File: config.mk
export PLATFORM = sky130hd
export DESIGN_NAME = rasm_ctrl
export DESIGN_NICKNAME = d
export VERILOG_FILES = /design/src/rtl/rasm_pkg.sv /design/src/rtl/rasm_ctrl.sv
export SDC_FILE = /design/constraint.sdc
export NUM_CORES = 1
export LEC_CHECK = 0
export ABC_AREA = 1
export BUFFER_PORTS_ARGS = -buffer_cell sky130_fd_sc_hd__clkbuf_2
export CAP_MARGIN = 5
export CORE_AREA = 2 2 39 41
export CTS_CLUSTER_SIZE = 25
export DETAILED_ROUTE_END_ITERATION = 16
export DIE_AREA = 0 0 41 43
export GPL_TIMING_DRIVEN = 0
export RECOVER_POWER = 100
export SETUP_SLACK_MARGIN = 0.3
export SYNTH_ARGS = -nofsm -noshare
export SYNTH_HDL_FRONTEND = slang
export SYNTH_SLANG_ARGS = --single-unit
File: constraint.sdc
create_clock -name clk -period 2.2 [get_ports clk]
set_input_delay 0.22 -clock clk [delete_from_list [all_inputs] [get_ports clk]]
set_output_delay 0.22 -clock clk [all_outputs]
set_load 0.05 [all_outputs]
File: src/rtl/rasm_pkg.sv
// Shared types and constants for the ratio and symmetry match filter.
// No dependencies; used by every file under rtl.
`timescale 1ns / 1ps

package rasm_pkg;

  // Reverse table geometry and field widths
  localparam int KEY_DEPTH  = 1024;
  localparam int ADDR_W     = $clog2(KEY_DEPTH);
  localparam int IDX_W      = 10;
  localparam int DIST_W     = 24;
  localparam int CNT_W      = 2;
  localparam int RATIO_W    = 16;
  localparam int FRAC_W     = 16;
  localparam int PROD_W     = DIST_W + RATIO_W;
  localparam int ENTRY_W    = IDX_W + 1;

  // Stream word layouts
  localparam int IN_DATA_W  = 72;
  localparam int IN_USER_W  = 2;
  localparam int OUT_DATA_W = 48;
  localparam int OUT_USER_W = 1;

  // Register port
  localparam int CFG_ADDR_W = 3;
  localparam int CFG_DATA_W = 32;
  localparam logic [RATIO_W-1:0] RATIO_RESET = 16'd42598;

  typedef enum logic [0:0] {
    REG_RATIO = 1'b0,
    REG_NONE  = 1'b1
  } reg_index_t;

  typedef enum logic [1:0] {
    CMD_CLEAR = 2'd0,
    CMD_LOAD  = 2'd1,
    CMD_TEST  = 2'd2,
    CMD_NONE  = 2'd3
  } cmd_code_t;

  typedef enum logic [1:0] {
    ST_SWEEP,
    ST_IDLE,
    ST_READ,
    ST_CHECK
  } state_t;

  // Controller to datapath
  typedef struct packed {
    logic capture;
    logic sweep;
    logic calc;
    logic commit;
    logic emit;
  } ctrl_cmd_t;

  // Datapath to controller
  typedef struct packed {
    cmd_code_t in_cmd;
    cmd_code_t item_cmd;
    logic      sweep_last;
    logic      out_free;
  } dp_stat_t;

endpackage

File: src/rtl/rasm_ctrl.sv
// Sequencer for the match filter: table sweep, read, check, commit and emit steps.
// Depends on rasm_pkg.
`timescale 1ns / 1ps

module rasm_ctrl (
  input  logic                clk,
  input  logic                rst_n,
  input  logic                in_tvalid,
  output logic                in_tready,
  input  rasm_pkg::dp_stat_t  stat,
  output rasm_pkg::ctrl_cmd_t cmd
);

  rasm_pkg::state_t state_r;
  rasm_pkg::state_t state_nxt;

  always_ff @(posedge clk) begin
    if (!rst_n) begin
      state_r <= rasm_pkg::ST_SWEEP;
    end else begin
      state_r <= state_nxt;
    end
  end

  always_comb begin
    state_nxt = state_r;
    cmd       = '0;
    in_tready = 1'b0;
    unique case (state_r)
      rasm_pkg::ST_SWEEP: begin
        cmd.sweep = 1'b1;
        if (stat.sweep_last) begin
          state_nxt = rasm_pkg::ST_IDLE;
        end
      end
      rasm_pkg::ST_IDLE: begin
        in_tready = 1'b1;
        if (in_tvalid) begin
          cmd.capture = 1'b1;
          unique case (stat.in_cmd)
            rasm_pkg::CMD_CLEAR: state_nxt = rasm_pkg::ST_SWEEP;
            rasm_pkg::CMD_LOAD,
            rasm_pkg::CMD_TEST:  state_nxt = rasm_pkg::ST_READ;
            default:             state_nxt = rasm_pkg::ST_IDLE;
          endcase
        end
      end
      rasm_pkg::ST_READ: begin
        cmd.calc  = 1'b1;
        state_nxt = rasm_pkg::ST_CHECK;
      end
      rasm_pkg::ST_CHECK: begin
        if (stat.item_cmd == rasm_pkg::CMD_TEST) begin
          // hold until the output slot is free
          if (stat.out_free) begin
            cmd.emit  = 1'b1;
            state_nxt = rasm_pkg::ST_IDLE;
          end
        end else begin
          cmd.commit = 1'b1;
          state_nxt  = rasm_pkg::ST_IDLE;
        end
      end
      default: state_nxt = rasm_pkg::ST_SWEEP;
    endcase
  end

endmodule

==> flow_metrics.py <==
metrics = {
    "global_route": {
        "grt_pass1_vias": 267,
        "grt_max_degree": 6,
        "antenna_found_initial": 0,
        "grt-ovfl-total": 0,
        "grt_pass1_wl_um": 890,
        "grt.total_usage_pct": 7.61,
    },
    "worst_setup_path": {
        "crit_fanout": 4,
        "required_ps": 1980,
        "r2r_slack_ps": 990,
        "crit_path_end": "cmd[0]",
        "reg2reg_depth": 7,
        "crit_arrival_ps": 1490,
        "r2r_start": "state_r[1]",
        "path_class": "flip-flop to primary output",
        "worstSetupStartpoint": "state_r[1]",
        "end_kind": "primary output",
        "r2r-end": "state_r[1]",
        "start_kind": "flip-flop",
    },
    "synth": {
        "ys.flop_type": "dfxtp_1",
        "synth_most_common_cell": "nand2_1",
        "synth_compound_area_share_pct": 0,
        "synthTopCellsByCount": "nand2_1, inv_1, nor2_1, ha_1",
        "synth_edf_count": 0,
        "netlist_top_cells_area": "ha_1, nand2_1, dfxtp_1",
        "synth_adder_area_share_pct": 24.3,
        "ys_seq_area_share_pct": 15.5,
        "synth_cells": 46,
        "synth-seq-cells": 2,
        "synth_top_area_cell": "ha_1",
        "synth_top_family_by_area": "simple AND/OR/NAND/NOR gates",
        "synth_top_area_share_pct": 24.3,
        "synthSimpleGateAreaFrac_pct": 42.7,
        "synthArstFlopShare_pct": 0,
        "netlist_area_um2": 258,
        "yosys_warnings": 0,
        "synth_xor_area_share_pct": 0,
        "synth_nets": 60,
        "synth_cell_types": 10,
        "avgSynthCellArea_um2": 5.60,
        "synth.area.mux_share_pct": 0,
    },
    "worst_hold_path": {
        "hold_class": "input port to flip-flop",
    },
    "drt": {
        "wl_met1_um": 233,
        "wl_met3_um": 45,
        "top_layer": "met3",
        "drc_errors": 0,
        "drtAntennaViolNets": 0,
        "viasPerCell": 3.76,
        "vias": 297,
        "wire_per_inst_um": 6.78,
        "routed_wirelength_um": 536,
        "firstDrtPassIters": 4,
        "wl_met2_um": 257,
        "first_iter_violations": 4,
    },
    "floorplanning": {
        "io_pins": 15,
        "num_rows": 14,
        "dieArea_um2": 1760,
        "die_h_um": 43,
        "fp.dieW_um": 41,
        "core_um2": 1380,
        "initial_core_util_pct": 18.6,
    },
    "pwr": {
        "ir_drop_mv": 0.396,
        "p_per_area_nw_per_um2": 1320,
        "finalPower_w": 0.000476,
        "power.leakage_nw": 0.222,
    },
    "run": {
        "drv_cap": 0,
    },
    "clocking": {
        "cts-root-buf": "clkbuf_4",
        "cts.clk_slew.worst_paths_ps": 30,
        "htree_levels": 1,
        "cts_setup_buffers": 0,
        "clock_path_buffers": 2,
        "post_cts_resized": 0,
        "cts.sinks": 2,
        "ctsHoldBuffers": 0,
        "cts_buffers": 3,
        "cts_tree": "yes",
        "clock_latency_ps": 220,
    },
    "final_layout": {
        "area_growth_pct": 39.8,
        "largest_register": "state_r",
        "reg.largest.list": "state_r: 2 flops",
        "diodes": 0,
        "fin_cells": 79,
        "final_util_pct": 26.0,
        "largest_reg_flops": 2,
        "layout-drive-gt1-share_pct": 22.2,
        "nNetsFinal": 79,
    },
    "place": {
        "preCtsSetupSlack_ps": 873,
        "gp_congestion": 0.634,
        "hpwl_um": 474,
        "io_buffers": 14,
        "dp.cells": 76,
    },
    "sta": {
        "slew_violations": 0,
        "maxClockFrequency_ghz": 0.583,
        "rsz0062_at_grt": "false",
        "setup_viol": 0,
        "final.period_utilization_pct": 77.9,
        "fin_crit_ps": 1710,
        "fin_setup_tns_ps": 0,
        "relSlewSlack_pct": 60.3,
        "worst_slack_ps": 485,
        "worst_pin_slew_ps": 598,
        "hold_violations": 0,
        "finClkSkew_ps": 2.57,
    },
    "outcome": {
        "outcome": "finished, final reports clean",
    },
}
-- power breakdown --
group	switching [W]	total (W)	internal [W]
sequential	0.0000167	0.0000695	0.0000528
clock	0.0000195	0.0000795	0.0000601
combinational	0.000242	0.000327	0.0000852
total	0.000278	0.000476	0.000198
-- layout by cell type (no fill, tap or decap), drive strengths merged --
cell    instances
clkbuf         17
dfxtp           2
ha              5
inv            12
nand2          14
nand3           2
nor2           10
nor3            1
-- worst min path at each step --
stage                     depth (start not counted)          to  slack (ps)  start
final                                             3  state_r[0]         220  rst_n
after global routing                              3  state_r[1]         240  rst_n
after CTS                                         3  state_r[0]         220  rst_n
after detailed placement                          3  state_r[0]         450  rst_n
after global placement                            3  state_r[0]         450  rst_n
after floorplan                                   2  state_r[0]         340  rst_n
-- worst max-delay path, cell delays in order (launching register included) --
cell and delay (ps):
dfxtp_1 370, ha_1 200, inv_2 50, nor3_1 170
clkbuf_1 490
-- per-layer routing --
layer	vias up	GRT usage, %
li1	167	-
met1	120	7.01
met2	10	12.2
met3	0	4.71
met4	0	4.00
met5	-	0
-- logic make-up (layout without fill, tap and decap cells) --
| family | Yosys count | in the layout |
|---|---|---|
| AND/OR/NAND/NOR | 27 | 27 |
| flip-flops | 2 | 2 |
| adder cells (fa/ha/maj) | 5 | 5 |
| buffers and inverters | 12 | 29 |
-- cell type report --
| class | count | area (um^2) |
|---|---|---|
| Multi-Input combinational cell | 32 | 170 |
| Clock buffer | 3 | 22.5 |
| Fill cell | 165 | 1020 |
| Sequential cell | 2 | 40.0 |
| Inverter | 12 | 45.0 |
| Timing Repair Buffer | 14 | 62.6 |
| Tap cell | 16 | 20.0 |
-- per-stage QoR --
stage	area (um^2)	hold WS, ps
after detailed placement	348	451
after global placement	348	451
after CTS	370	216
after floorplan	258	341
final	360	223
after global routing	360	238
(Power assumes the default switching activity.)
